[src/rtl/bsp_pkg.sv]
`timescale 1ns / 1ps

package bsp_pkg;

    // field widths
    localparam int IDX_W   = 9;
    localparam int POS_W   = 10;
    localparam int LEN_W   = 7;
    localparam int COLOR_W = 24;
    localparam int CH_W    = 8;
    localparam int SEL_W   = 3;
    localparam int CFG_W   = 24;
    // signed working width for position math
    localparam int AW      = 12;

    localparam int LED_COUNT_DEF = 300;

    // register indexes
    localparam logic [SEL_W-1:0] REG_SECTION_LENGTH   = 3'd0;
    localparam logic [SEL_W-1:0] REG_BACKGROUND_COLOR = 3'd1;
    localparam logic [SEL_W-1:0] REG_STRIPE_COLOR_A   = 3'd2;
    localparam logic [SEL_W-1:0] REG_STRIPE_COLOR_B   = 3'd3;
    localparam logic [SEL_W-1:0] REG_STRIPE_COLOR_C   = 3'd4;

    // register reset values
    localparam logic [LEN_W-1:0]   RST_SECTION_LENGTH   = 7'd15;
    localparam logic [COLOR_W-1:0] RST_BACKGROUND_COLOR = 24'h0A2AC8;
    localparam logic [COLOR_W-1:0] RST_STRIPE_COLOR_A   = 24'h0A280A;
    localparam logic [COLOR_W-1:0] RST_STRIPE_COLOR_B   = 24'h1E280A;
    localparam logic [COLOR_W-1:0] RST_STRIPE_COLOR_C   = 24'h191E0F;

    // item modes
    localparam logic MODE_MOVE  = 1'b0;
    localparam logic MODE_PIXEL = 1'b1;

    typedef struct packed {
        logic [LEN_W-1:0]   len;
        logic [COLOR_W-1:0] background;
        logic [COLOR_W-1:0] stripe_a;
        logic [COLOR_W-1:0] stripe_b;
        logic [COLOR_W-1:0] stripe_c;
    } cfg_t;

    // offset modulo three by folding base-4 digits (4 = 1 mod 3)
    function automatic logic [1:0] mod3(input logic [LEN_W-1:0] x);
        logic [3:0] s1;
        logic [2:0] s2;
        logic [1:0] res;
        s1 = {2'b00, x[1:0]} + {2'b00, x[3:2]} + {2'b00, x[5:4]} + {3'b000, x[6]};
        s2 = {1'b0, s1[1:0]} + {1'b0, s1[3:2]};
        if (s2 >= 3'd3)
        begin
            s2 = s2 - 3'd3;
        end
        res = s2[1:0];
        return res;
    endfunction

endpackage

[src/rtl/bsp_in_if.sv]
`timescale 1ns / 1ps

interface bsp_in_if;
    logic                     valid;
    logic                     ready;
    logic                     mode;
    logic [bsp_pkg::IDX_W-1:0] pixel_index;

    modport source (output valid, output mode, output pixel_index, input ready);
    modport sink   (input valid, input mode, input pixel_index, output ready);
endinterface

[src/rtl/bsp_out_if.sv]
`timescale 1ns / 1ps

interface bsp_out_if;
    logic                      valid;
    logic                      ready;
    logic [bsp_pkg::IDX_W-1:0] led_position;
    logic [bsp_pkg::CH_W-1:0]  red;
    logic [bsp_pkg::CH_W-1:0]  green;
    logic [bsp_pkg::CH_W-1:0]  blue;

    modport source (output valid, output led_position, output red, output green,
                    output blue, input ready);
    modport sink   (input valid, input led_position, input red, input green,
                    input blue, output ready);
endinterface

[src/rtl/bouncing_segment_pair_pattern_top.sv]
`timescale 1ns / 1ps

// Bouncing segment pair renderer: two striped segments of section_length LEDs
// run toward each other on a strip of LED_COUNT pixels, turn around when they
// meet and bounce off the strip ends. A request with mode 0 advances both
// segments one step and returns nothing; a request with mode 1 returns the
// color of the LED at pixel_index (right segment over left, left over the
// background, stripes chosen by the offset from the segment's outer end
// modulo three). Every request passes the input register; a pixel then also
// passes the result register. One request can be taken every cycle while the
// result register is not stalled; it drains while the next request is taken.
// Configuration registers are to be written through cfg_we / cfg_index /
// cfg_data by the user only while no request is in flight, which the block
// does not enforce; indexes beyond the register list are ignored.

module bouncing_segment_pair_pattern_top #(
    parameter int LED_COUNT = bsp_pkg::LED_COUNT_DEF
) (
    input  logic                      clk,
    input  logic                      rst_n,
    input  logic                      cfg_we,
    input  logic [bsp_pkg::SEL_W-1:0] cfg_index,
    input  logic [bsp_pkg::CFG_W-1:0] cfg_data,
    bsp_in_if.sink                    in_ch,
    bsp_out_if.source                 out_ch
);
    import bsp_pkg::*;

    cfg_t cfg;

    // input register stage
    logic             s1_valid_reg;
    logic             s1_mode_reg;
    logic [IDX_W-1:0] s1_idx_reg;

    // result register stage
    logic               out_valid_reg;
    logic [IDX_W-1:0]   out_pos_reg;
    logic [COLOR_W-1:0] out_color_reg;

    logic               s1_fire;
    logic               move_step;
    logic [POS_W-1:0]   left_start, right_start;
    logic [COLOR_W-1:0] pix_color;

    // a move leaves the input stage at once; a pixel waits for room in the
    // result register
    assign s1_fire   = s1_valid_reg &&
                       ((s1_mode_reg == MODE_MOVE) || !out_valid_reg || out_ch.ready);
    assign move_step = s1_fire && (s1_mode_reg == MODE_MOVE);

    assign in_ch.ready = !s1_valid_reg || s1_fire;

    bsp_cfg_regs #(.LED_COUNT(LED_COUNT)) u_cfg (
        .clk       (clk),
        .rst_n     (rst_n),
        .cfg_we    (cfg_we),
        .cfg_index (cfg_index),
        .cfg_data  (cfg_data),
        .cfg       (cfg)
    );

    // segment positions and directions, updated in request order
    bsp_motion #(.LED_COUNT(LED_COUNT)) u_motion (
        .clk         (clk),
        .rst_n       (rst_n),
        .step        (move_step),
        .len         (cfg.len),
        .left_start  (left_start),
        .right_start (right_start)
    );

    // color lookup against the current positions
    bsp_pixel #(.LED_COUNT(LED_COUNT)) u_pixel (
        .pixel_index (s1_idx_reg),
        .left_start  (left_start),
        .right_start (right_start),
        .cfg         (cfg),
        .color       (pix_color)
    );

    // input register control
    always_ff @(posedge clk or negedge rst_n)
    begin
        if (!rst_n)
        begin
            s1_valid_reg <= 1'b0;
        end
        else if (in_ch.ready)
        begin
            s1_valid_reg <= in_ch.valid;
        end
    end

    // input register payload
    always_ff @(posedge clk)
    begin
        if (in_ch.ready && in_ch.valid)
        begin
            s1_mode_reg <= in_ch.mode;
            s1_idx_reg  <= in_ch.pixel_index;
        end
    end

    // result register control
    always_ff @(posedge clk or negedge rst_n)
    begin
        if (!rst_n)
        begin
            out_valid_reg <= 1'b0;
        end
        else if (s1_fire && (s1_mode_reg == MODE_PIXEL))
        begin
            out_valid_reg <= 1'b1;
        end
        else if (out_ch.ready)
        begin
            out_valid_reg <= 1'b0;
        end
    end

    // result register payload
    always_ff @(posedge clk)
    begin
        if (s1_fire && (s1_mode_reg == MODE_PIXEL))
        begin
            out_pos_reg   <= s1_idx_reg;
            out_color_reg <= pix_color;
        end
    end

    assign out_ch.valid        = out_valid_reg;
    assign out_ch.led_position = out_pos_reg;
    assign out_ch.red          = out_color_reg[23:16];
    assign out_ch.green        = out_color_reg[15:8];
    assign out_ch.blue         = out_color_reg[7:0];

endmodule

[src/rtl/bsp_cfg_regs.sv]
`timescale 1ns / 1ps

module bsp_cfg_regs #(
    parameter int LED_COUNT = bsp_pkg::LED_COUNT_DEF
) (
    input  logic                        clk,
    input  logic                        rst_n,
    input  logic                        cfg_we,
    input  logic [bsp_pkg::SEL_W-1:0]   cfg_index,
    input  logic [bsp_pkg::CFG_W-1:0]   cfg_data,
    output bsp_pkg::cfg_t               cfg
);
    import bsp_pkg::*;

    localparam int HALF = LED_COUNT / 2;

    logic [LEN_W-1:0]   section_length_reg;
    logic [COLOR_W-1:0] background_reg;
    logic [COLOR_W-1:0] stripe_a_reg;
    logic [COLOR_W-1:0] stripe_b_reg;
    logic [COLOR_W-1:0] stripe_c_reg;

    always_ff @(posedge clk or negedge rst_n)
    begin
        if (!rst_n)
        begin
            section_length_reg <= RST_SECTION_LENGTH;
            background_reg     <= RST_BACKGROUND_COLOR;
            stripe_a_reg       <= RST_STRIPE_COLOR_A;
            stripe_b_reg       <= RST_STRIPE_COLOR_B;
            stripe_c_reg       <= RST_STRIPE_COLOR_C;
        end
        else if (cfg_we)
        begin
            case (cfg_index)
                REG_SECTION_LENGTH:   section_length_reg <= cfg_data[LEN_W-1:0];
                REG_BACKGROUND_COLOR: background_reg     <= cfg_data[COLOR_W-1:0];
                REG_STRIPE_COLOR_A:   stripe_a_reg       <= cfg_data[COLOR_W-1:0];
                REG_STRIPE_COLOR_B:   stripe_b_reg       <= cfg_data[COLOR_W-1:0];
                REG_STRIPE_COLOR_C:   stripe_c_reg       <= cfg_data[COLOR_W-1:0];
                default:              ;
            endcase
        end
    end

    // length saturated to 1 .. half the strip
    always_comb
    begin
        cfg.len = section_length_reg;
        if (section_length_reg == '0)
        begin
            cfg.len = LEN_W'(1);
        end
        else if (int'(section_length_reg) > HALF)
        begin
            cfg.len = LEN_W'(HALF);
        end
        cfg.background = background_reg;
        cfg.stripe_a   = stripe_a_reg;
        cfg.stripe_b   = stripe_b_reg;
        cfg.stripe_c   = stripe_c_reg;
    end

endmodule

[src/rtl/bsp_motion.sv]
`timescale 1ns / 1ps

module bsp_motion #(
    parameter int LED_COUNT = bsp_pkg::LED_COUNT_DEF
) (
    input  logic                      clk,
    input  logic                      rst_n,
    input  logic                      step,
    input  logic [bsp_pkg::LEN_W-1:0] len,
    output logic [bsp_pkg::POS_W-1:0] left_start,
    output logic [bsp_pkg::POS_W-1:0] right_start
);
    import bsp_pkg::*;

    localparam logic signed [AW-1:0] CNT_S = AW'(LED_COUNT);
    localparam logic signed [AW-1:0] ONE_S = AW'(1);

    logic [POS_W-1:0] left_reg, left_next;
    logic [POS_W-1:0] right_reg, right_next;
    logic             left_down_reg, left_down_next;
    logic             right_down_reg, right_down_next;

    logic signed [AW-1:0] len_s, l_s, r_s;

    always_comb
    begin
        len_s = $signed({{(AW-LEN_W){1'b0}}, len});
        l_s   = $signed({{(AW-POS_W){1'b0}}, left_reg}) + (left_down_reg ? -ONE_S : ONE_S);
        r_s   = $signed({{(AW-POS_W){1'b0}}, right_reg}) + (right_down_reg ? -ONE_S : ONE_S);

        left_down_next  = left_down_reg;
        right_down_next = right_down_reg;

        // inner edges meet or cross: both turn around
        if (l_s + len_s - ONE_S >= r_s - len_s + ONE_S)
        begin
            left_down_next  = ~left_down_reg;
            right_down_next = ~right_down_reg;
        end

        // left wall clamps
        if (l_s < 0)
        begin
            l_s            = '0;
            left_down_next = 1'b0;
        end
        else if (l_s > CNT_S - len_s)
        begin
            l_s            = CNT_S - len_s;
            left_down_next = 1'b1;
        end

        // right wall clamps
        if (r_s < len_s - ONE_S)
        begin
            r_s             = len_s - ONE_S;
            right_down_next = 1'b0;
        end
        else if (r_s > CNT_S - ONE_S)
        begin
            r_s             = CNT_S - ONE_S;
            right_down_next = 1'b1;
        end

        left_next  = l_s[POS_W-1:0];
        right_next = r_s[POS_W-1:0];
    end

    always_ff @(posedge clk or negedge rst_n)
    begin
        if (!rst_n)
        begin
            left_reg       <= '0;
            right_reg      <= POS_W'(LED_COUNT - 1);
            left_down_reg  <= 1'b0;
            right_down_reg <= 1'b1;
        end
        else if (step)
        begin
            left_reg       <= left_next;
            right_reg      <= right_next;
            left_down_reg  <= left_down_next;
            right_down_reg <= right_down_next;
        end
    end

    assign left_start  = left_reg;
    assign right_start = right_reg;

endmodule

[src/rtl/bsp_pixel.sv]
`timescale 1ns / 1ps

module bsp_pixel #(
    parameter int LED_COUNT = bsp_pkg::LED_COUNT_DEF
) (
    input  logic [bsp_pkg::IDX_W-1:0]   pixel_index,
    input  logic [bsp_pkg::POS_W-1:0]   left_start,
    input  logic [bsp_pkg::POS_W-1:0]   right_start,
    input  bsp_pkg::cfg_t               cfg,
    output logic [bsp_pkg::COLOR_W-1:0] color
);
    import bsp_pkg::*;

    localparam logic signed [AW-1:0] CNT_S = AW'(LED_COUNT);

    logic signed [AW-1:0] p_s, len_s, dr, dl;
    logic                 hit_r, hit_l;

    function automatic logic [COLOR_W-1:0] stripe(input logic [LEN_W-1:0] off, input cfg_t c);
        logic [1:0] r;
        logic [COLOR_W-1:0] col;
        r = mod3(off);
        case (r)
            2'd0:    col = c.stripe_a;
            2'd1:    col = c.stripe_b;
            default: col = c.stripe_c;
        endcase
        return col;
    endfunction

    always_comb
    begin
        p_s   = $signed({{(AW-IDX_W){1'b0}}, pixel_index});
        len_s = $signed({{(AW-LEN_W){1'b0}}, cfg.len});
        dr    = $signed({{(AW-POS_W){1'b0}}, right_start}) - p_s;
        dl    = p_s - $signed({{(AW-POS_W){1'b0}}, left_start});
        hit_r = (dr >= 0) && (dr < len_s);
        hit_l = (dl >= 0) && (dl < len_s);

        if (p_s >= CNT_S)
        begin
            color = cfg.background;
        end
        else if (hit_r)
        begin
            color = stripe(dr[LEN_W-1:0], cfg);
        end
        else if (hit_l)
        begin
            color = stripe(dl[LEN_W-1:0], cfg);
        end
        else
        begin
            color = cfg.background;
        end
    end

endmodule
[src/flat_wrapper.sv]
// flat-port wrapper written by rule: the top's interface ports become plain ports
module bouncing_segment_pair_pattern_top_flat import bsp_pkg::*;
#(
    parameter int LED_COUNT = bsp_pkg::LED_COUNT_DEF
)
  (clk, rst_n, cfg_we, cfg_index, cfg_data, in_ch_valid, in_ch_mode, in_ch_pixel_index, in_ch_ready, out_ch_valid, out_ch_led_position, out_ch_red, out_ch_green, out_ch_blue, out_ch_ready);
  bsp_in_if in_ch_i ();
  bsp_out_if out_ch_i ();
  input  logic clk;
  input  logic rst_n;
  input  logic cfg_we;
  input  logic [bsp_pkg::SEL_W-1:0] cfg_index;
  input  logic [bsp_pkg::CFG_W-1:0] cfg_data;
  input wire logic [$bits(in_ch_i.valid)-1:0] in_ch_valid;
  input wire logic [$bits(in_ch_i.mode)-1:0] in_ch_mode;
  input wire logic [$bits(in_ch_i.pixel_index)-1:0] in_ch_pixel_index;
  output wire logic [$bits(in_ch_i.ready)-1:0] in_ch_ready;
  output wire logic [$bits(out_ch_i.valid)-1:0] out_ch_valid;
  output wire logic [$bits(out_ch_i.led_position)-1:0] out_ch_led_position;
  output wire logic [$bits(out_ch_i.red)-1:0] out_ch_red;
  output wire logic [$bits(out_ch_i.green)-1:0] out_ch_green;
  output wire logic [$bits(out_ch_i.blue)-1:0] out_ch_blue;
  input wire logic [$bits(out_ch_i.ready)-1:0] out_ch_ready;
  assign in_ch_i.valid = in_ch_valid;
  assign in_ch_i.mode = in_ch_mode;
  assign in_ch_i.pixel_index = in_ch_pixel_index;
  assign in_ch_ready = in_ch_i.ready;
  assign out_ch_valid = out_ch_i.valid;
  assign out_ch_led_position = out_ch_i.led_position;
  assign out_ch_red = out_ch_i.red;
  assign out_ch_green = out_ch_i.green;
  assign out_ch_blue = out_ch_i.blue;
  assign out_ch_i.ready = out_ch_ready;
  bouncing_segment_pair_pattern_top #(.LED_COUNT(LED_COUNT)) u_core (.clk(clk), .rst_n(rst_n), .cfg_we(cfg_we), .cfg_index(cfg_index), .cfg_data(cfg_data), .in_ch(in_ch_i), .out_ch(out_ch_i));
endmodule
[config.mk]
export PLATFORM = sky130hd
export DESIGN_NAME = bouncing_segment_pair_pattern_top_flat
export DESIGN_NICKNAME = d
export VERILOG_FILES = /design/src/rtl/bsp_pkg.sv /design/src/rtl/bsp_in_if.sv /design/src/rtl/bsp_out_if.sv /design/src/rtl/bouncing_segment_pair_pattern_top.sv /design/src/rtl/bsp_cfg_regs.sv /design/src/rtl/bsp_motion.sv /design/src/rtl/bsp_pixel.sv /design/src/flat_wrapper.sv
export SDC_FILE = /design/constraint.sdc
export NUM_CORES = 1
export LEC_CHECK = 0
export BUFFER_PORTS_ARGS = -buffer_cell sky130_fd_sc_hd__buf_2
export CAP_MARGIN = 40
export CORE_MARGIN = 5
export CORE_UTILIZATION = 40
export CTS_BUF_LIST = sky130_fd_sc_hd__clkbuf_8
export DETAILED_ROUTE_END_ITERATION = 10
export MAX_ROUTING_LAYER = met4
export PLACE_DENSITY = 0.65
export SLEW_MARGIN = 20
export SYNTH_ARGS = -nofsm -noshare
export SYNTH_HDL_FRONTEND = slang
export SYNTH_SLANG_ARGS = --single-unit
export TNS_END_PERCENT = 10
[constraint.sdc]
create_clock -name clk -period 5.65 [get_ports clk]
set_input_delay 0.565 -clock clk [delete_from_list [all_inputs] [get_ports clk]]
set_output_delay 0.565 -clock clk [all_outputs]
set_load 0.02 [all_outputs]
Word level (Yosys, flattened, before mapping)
Index checks and enable logic that the tools add are counted.
Widths: inputs -> output; s select.

storage, ports and cells
  logic and storage cells = 108
  output and inout port bits = 35
  bits in registers = 170
  input bits = 42

cells by class
  equality and inequality tests = 6
  add/sub/neg operators = 20
  reduce and logical (&&, ||, !) cells = 25
  $lt $le $gt $ge = 12
  bitwise logic cells = 3
  multiplexer cells = 27

operator list
  kind                   count
  $pmux 24 s2            2
  $mux 24                3
  $mux 10                4
  $add 11x12->12         2
  $mux 12                2
  $ge 11x1->1 const B    2
  $lt 11x8->1            2
  $mux 2                 7
  $reduce_and 2->1       7
  $add 12x2->12 const B  1
  $add 12x8->12          1
  $add 2x2->3            4
  $ge 12x12->1           1
  $gt 12x10->1           1
  $gt 12x10->1 const B   1
  $lt 12x1->1 const B    1
  $lt 12x8->1            1
  $sub 12x2->12 const B  1
  $sub 12x8->12          1
  $sub 10x9->11          1
  $sub 9x10->11          1
  $sub 9x7->10 const A   1
  $ge 9x9->1 const B     1
  $add 3x2->4            2
  19 further kinds       43

Depth between registers and ports, before layout
  word-level depth = 15
  gate-level depth with buffers = 25
  gate-level depth less buffers = 25

Hierarchy
From an unflattened synthesis, not the netlist that was laid out.

unflattened totals
  cells, all modules = 1,164
  area total of the unflattened synthesis = 12,538.3 um^2

by module, submodules not included
  module                             area an instance (um^2)  cells an instance  times used  seq. area each (um^2)
  bsp_cfg_regs                       4,126.5                  231                1           2,623.8
  bsp_motion                         4,083.9                  506                1           558.0
  bsp_pixel                          2,917.8                  373                1           0.0
  bouncing_segment_pair_pattern_top  1,410.1                  54                 1           1,341.3

Worst setup path after synthesis
Ideal clock, no wire load.

  path kind = register to register
  start = reg u_core.u_motion.right_reg[0], in the netlist u_core.u_motion.right_start[0]
  end = reg u_core.out_color_reg[10], data pin
  clock period less this slack = 5,417 ps
  data required time = 5,368 ps
  stages on the path, launching flop included = 26
  slack = 233 ps
  buffers on the path = 2
  setup time = 282 ps
  arrival time = 5,135 ps
  cell sequence = dfstp_2 inv_1 ha_1 inv_1 fa_1 a21o_1 nand4_1 nand3b_1 xnor2_1 fa_1 inv_1 ha_1 fa_1 xnor2_1 ha_1 fa_1 ha_1 or3_1 o21ai_0 clkbuf_1 buf_1 nand3_1 o21ai_0 nand3_1 o31ai_1 a22oi_2

between the ends
  longest elaborated chain between the ends = 13
  elaborated cells on any way between the ends = 18
  classes of those cells = add/sub: 6; order compare: 3; eq/ne: 1; mux: 6; reduce/logical: 2

ends and longest elaborated chain
  what                                           line                                      RTL
  start: declaration                             bsp_motion.sv:19                          logic [POS_W-1:0] right_reg, right_next;
  start signal: assignment                       bsp_motion.sv:74                          right_reg <= POS_W'(LED_COUNT - 1);
  start signal: assignment                       bsp_motion.sv:81                          right_reg <= right_next;
  $sub 10x9->11 (*)                              bsp_pixel.sv:35                           dr = $signed({{(AW-POS_W){1'b0}}, right_start}) - p_s;
  $add 2x2->3                                    bsp_pkg.sv:49                             s1 = {2'b00, x[1:0]} + {2'b00, x[3:2]} + {2'b00, x[5:4]} + {3'b000, x[6]};
  $add 3x2->4                                    bsp_pkg.sv:49
  $add 4x1->4                                    bsp_pkg.sv:49
  $add 2x2->3                                    bsp_pkg.sv:50                             s2 = {1'b0, s1[1:0]} + {1'b0, s1[3:2]};
  $ge 3x2->1 or $sub 2x2->2 (tied branches)      bsp_pkg.sv:51, bsp_pkg.sv:53
  $mux 2                                         bsp_pkg.sv:51                             if (s2 >= 3'd3)
  $mux 2                                         bsp_pixel.sv:44                           else if (hit_r)
  $mux 2                                         bsp_pixel.sv:40                           if (p_s >= CNT_S)
  $eq 2x1->1 or $logic_not 2->1 (tied branches)  bsp_pixel.sv:23                           case (r)
  $pmux 24 s2                                    bsp_pixel.sv:23
  $mux 24 (*)                                    bsp_pixel.sv:44
  $mux 24 (*)                                    bsp_pixel.sv:40
  named net u_core.pix_color[10]                 bouncing_segment_pair_pattern_top.sv:44   logic [COLOR_W-1:0] pix_color;
  end signal: assignment                         bouncing_segment_pair_pattern_top.sv:128  out_color_reg <= pix_color;
  end: declaration                               bouncing_segment_pair_pattern_top.sv:39   logic [COLOR_W-1:0] out_color_reg;

Mark *: on every way through the listed nets, which the timed path passes. The rest lies on a longest branch. The select of a mux whose other input is x is not followed.
A chain may end at the register's enable or synchronous reset.

Final worst setup path
  start = reg u_core.s1_idx_reg[0]
  end = reg u_core.out_color_reg[2], data pin

between the ends
  longest elaborated chain between the ends = 15
  elaborated cells on any way between the ends = 37
  classes of those cells = add/sub: 12; order compare: 7; eq/ne: 2; mux: 12; reduce/logical: 4

ends and longest elaborated chain
  what                                           line                                      RTL
  start: declaration                             bouncing_segment_pair_pattern_top.sv:34   logic [IDX_W-1:0] s1_idx_reg;
  start signal: assignment                       bouncing_segment_pair_pattern_top.sv:101  s1_idx_reg <= in_ch.pixel_index;
  $sub 9x10->11                                  bsp_pixel.sv:36                           dl = p_s - $signed({{(AW-POS_W){1'b0}}, left_start});
  $add 2x2->3                                    bsp_pkg.sv:49
  $add 3x2->4                                    bsp_pkg.sv:49
  $add 4x1->4                                    bsp_pkg.sv:49
  $add 2x2->3                                    bsp_pkg.sv:50
  $ge 3x2->1 or $sub 2x2->2 (tied branches)      bsp_pkg.sv:51, bsp_pkg.sv:53
  $mux 2                                         bsp_pkg.sv:51
  $mux 2                                         bsp_pixel.sv:48                           else if (hit_l)
  $mux 2                                         bsp_pixel.sv:44
  $mux 2                                         bsp_pixel.sv:40
  $eq 2x1->1 or $logic_not 2->1 (tied branches)  bsp_pixel.sv:23
  $pmux 24 s2                                    bsp_pixel.sv:23
  $mux 24                                        bsp_pixel.sv:48
  $mux 24                                        bsp_pixel.sv:44
  $mux 24 (*)                                    bsp_pixel.sv:40
  named net u_core.pix_color[2]                  bouncing_segment_pair_pattern_top.sv:44

Marked as above.

==> metrics <==
Clock Latency Late Sink 480 ps; Slew @ Worst Pin 741 ps; Die H 188 um; Max Slew Vio Count 0; Worst Skew 14.8 ps; Die Area 0.0353 mm^2; HP Start in_ch_pixel_index[2]; Seq/Total Area, Yosys 35.7%; worst relative slew slack 50.6%; area of the core 0.0314 mm^2; Async SR Flop Fraction 74.7%; reg-to-reg slack, setup 180 ps; via density per instance 5.56; number of global-route vias before repair 10400; io pins 77; Pre-antenna DRT Iters 5; reg2reg path depth 25; port buffer count 76; vias after detailed routing 10400; Critical Path RT 5850 ps; std cell rows 65; grt total ovfl 0; Final Critical Period 5470 ps; share of post-route cells with drive strength above 1 25.4%; Finished Core Util 46.3%; synthesized instance count 1353; Worst Setup Slack post-DPL 43.4 ps; # nets final 1643; Crit path top cell by count ha_2; Max clock buf depth 2; Yosys Warn Count 0; Synth Register Bits 170; worst hold endpoint u_core.s1_idx_reg[2]; DP Wirelength 24300 um; Critical Path End Type register; final setup vio count 0; worst-path fanout max 24; status complete, no violations; number of synthesized flops with an enable pin 43; final hold viol count 0; hold path cells 1; CTS tree yes; Setup CP Type register to register; final worst path period share 96.9%; Crit path largest cell delay 520 ps; global-route wire length before repair 55000 um; clk sinks 170; library cells used by synthesis 86; RSZ-0062 raised after global routing true; All-Layer GR Usage 19.9%; htree depth 4; largest net degree at the start of global routing 60; nature of the critical path startpoint register; Final GP Congestion 0.929; WL final 34100 um; Initial Utilization 40.3%; initial antenna violation count 1; Num CTS Buffers 17; R2R Path Start u_core.s1_idx_reg[0]; area grow syn2layout 14.8%; predominant post-synthesis flop cell dfrtp_1; Remaining DRCs 0; setup ws final 178 ps; initial drt markers 781; clk slew on worst S/H paths 90 ps; antenna violation net count after detailed routing 0; synthesized area 0.0127 mm^2; CP arrival 5670 ps; DIE WIDTH 188 um; reg2reg end u_core.out_color_reg[2]; root buf cell clkbuf_8; Max-Cap Viols 0; critical path's slowest cell fa_1; HP Class input pin to register; Fmax achieved 183 MHz; Avg Cell Area, Syn 9.36 um^2; Avg WL per Cell 18.2 um
==> layer usage <==
layer  vias to the layer above  GRT usage, %  part of all wire (%)
met5                         -             -                     0
met4                         0          6.66                   2.7
met3                        60          3.31                   4.5
met2                       276          32.1                    48
met1                      5065          25.5                    45
li1                       5024             -                     -
==> area by class of cell <==
type                            instances  area [um^2]
Antenna cell                            1         2.50
Clock buffer                           19          262
Clock inverter                         13          134
Fill cell                            2989        16900
Inverter                              130          488
Multi-Input combinational cell       1001         7620
Sequential cell                       170         4520
Tap cell                              402          503
Timing Repair Buffer                  140         1000
==> critical path, delay by kind of cell, from the launching register on <==
kind | cells | cell delay (ps)
adders and majority gates | 8 | 2390
DFF | 1 | 440
AOI/OAI and AO/OA | 5 | 690
and+or+nand+nor | 6 | 930
buffers and inverters | 4 | 410
xor gates and xnor gates | 2 | 310
==> placed cells by master (no fill, tap or decap), types with 43 or more instances in the layout <==
master / n
nand2_1: 161
inv_1: 127
ha_1: 119
dfrtp_1: 84
o21ai_0: 78
buf_2: 75
mux2_2: 73
nor2_1: 69
nand3_1: 63
buf_4: 55
edfxtp_1: 43
dfstp_2: 43
==> stage by stage <==
step | hold WS [ps] | cell area [um^2] | instances | TNS, ps
floorplan | 269 | 12700 | 1356 | 0
global placement | 469 | 13800 | 1825 | 0
detailed placement | 474 | 13800 | 1828 | 0
CTS | 233 | 14200 | 1861 | 0
global route | 235 | 14500 | 1876 | -322
finish | 266 | 14500 | 1876 | 0
==> Yosys cell counts, drive strengths merged (3+ instances only) <==
library cell	instances	area, um^2
o211ai	7	52.6
clkbuf	40	160
nand3	65	330
dfstp	43	1130
o21ai	86	430
edfxtp	43	1290
a21oi	48	244
mux2	75	845
and3	6	42.5
a211o	3	27.5
a211oi	8	82.6
a22o	6	52.6
xnor2	38	333
o311ai	3	26.3
nor2	73	282
nand3b	3	22.5
nand2b	9	56.3
dfrtp	84	2100
xor2	14	123
nor4b	5	50.0
nand2	161	604
nor2b	18	113
or4	3	26.3
nand4	6	37.5
a22oi	24	280
nor4	7	50.1
buf	15	86.3
o21bai	8	60.1
a31oi	29	181
o22ai	6	37.5
inv	130	488
mux2i	10	100
or2	5	33.8
or3	11	73.8
o31ai	31	233
ha	127	1590
nor3	20	100
and2	6	37.5
a21o	18	136
fa	14	280
o21a	13	98.9
a2111oi	7	105
==> logic make-up (layout without fill, tap and decap cells) <==
| group | after synthesis | after routing | synth area share (%) |
|---|---|---|---|
| and+or+nand+nor | 407 | 407 | 15.3 |
| AOI/OAI and AO/OA | 312 | 312 | 17.3 |
| buffers and inverters | 185 | 302 | 5.80 |
| DFF | 170 | 170 | 35.7 |
| adders and majority gates | 141 | 141 | 14.8 |
| muxes | 85 | 85 | 7.46 |
| xor gates and xnor gates | 52 | 52 | 3.60 |
| other | 1 | 5 | 0.0296 |
==> what timing repair did <==
| action | in CTS | in global routing |
|---|---|---|
| hold buffers | 1 | 0 |
| hold endpoints to repair | 12 | 0 |
| endpoints found under the setup margin | 0 | 26 |
| buffers inserted | 0 | 13 |
| gates resized for setup | 0 | 46 |
==> how the worst max path moves through the flow <==
stage | start | slack, ps | endpoint | cells after the start
6_report | u_core.s1_idx_reg[0] | 180 | u_core.out_color_reg[2] | 25
4_1_cts | u_core.s1_idx_reg[0] | 20 | u_core.out_color_reg[19] | 23
5_1_grt | u_core.s1_idx_reg[0] | -70 | u_core.out_color_reg[2] | 25
3_3_place_gp | u_core.s1_idx_reg[0] | 130 | u_core.out_color_reg[15] | 23
3_5_place_dp | u_core.s1_idx_reg[0] | 40 | u_core.out_color_reg[19] | 23
2_1_floorplan | u_core.u_motion.right_start[0] | 230 | u_core.out_color_reg[10] | 25
Power is not shown: default switching activity piles up to over one toggle a cycle in this logic, so the estimate is an artifact.
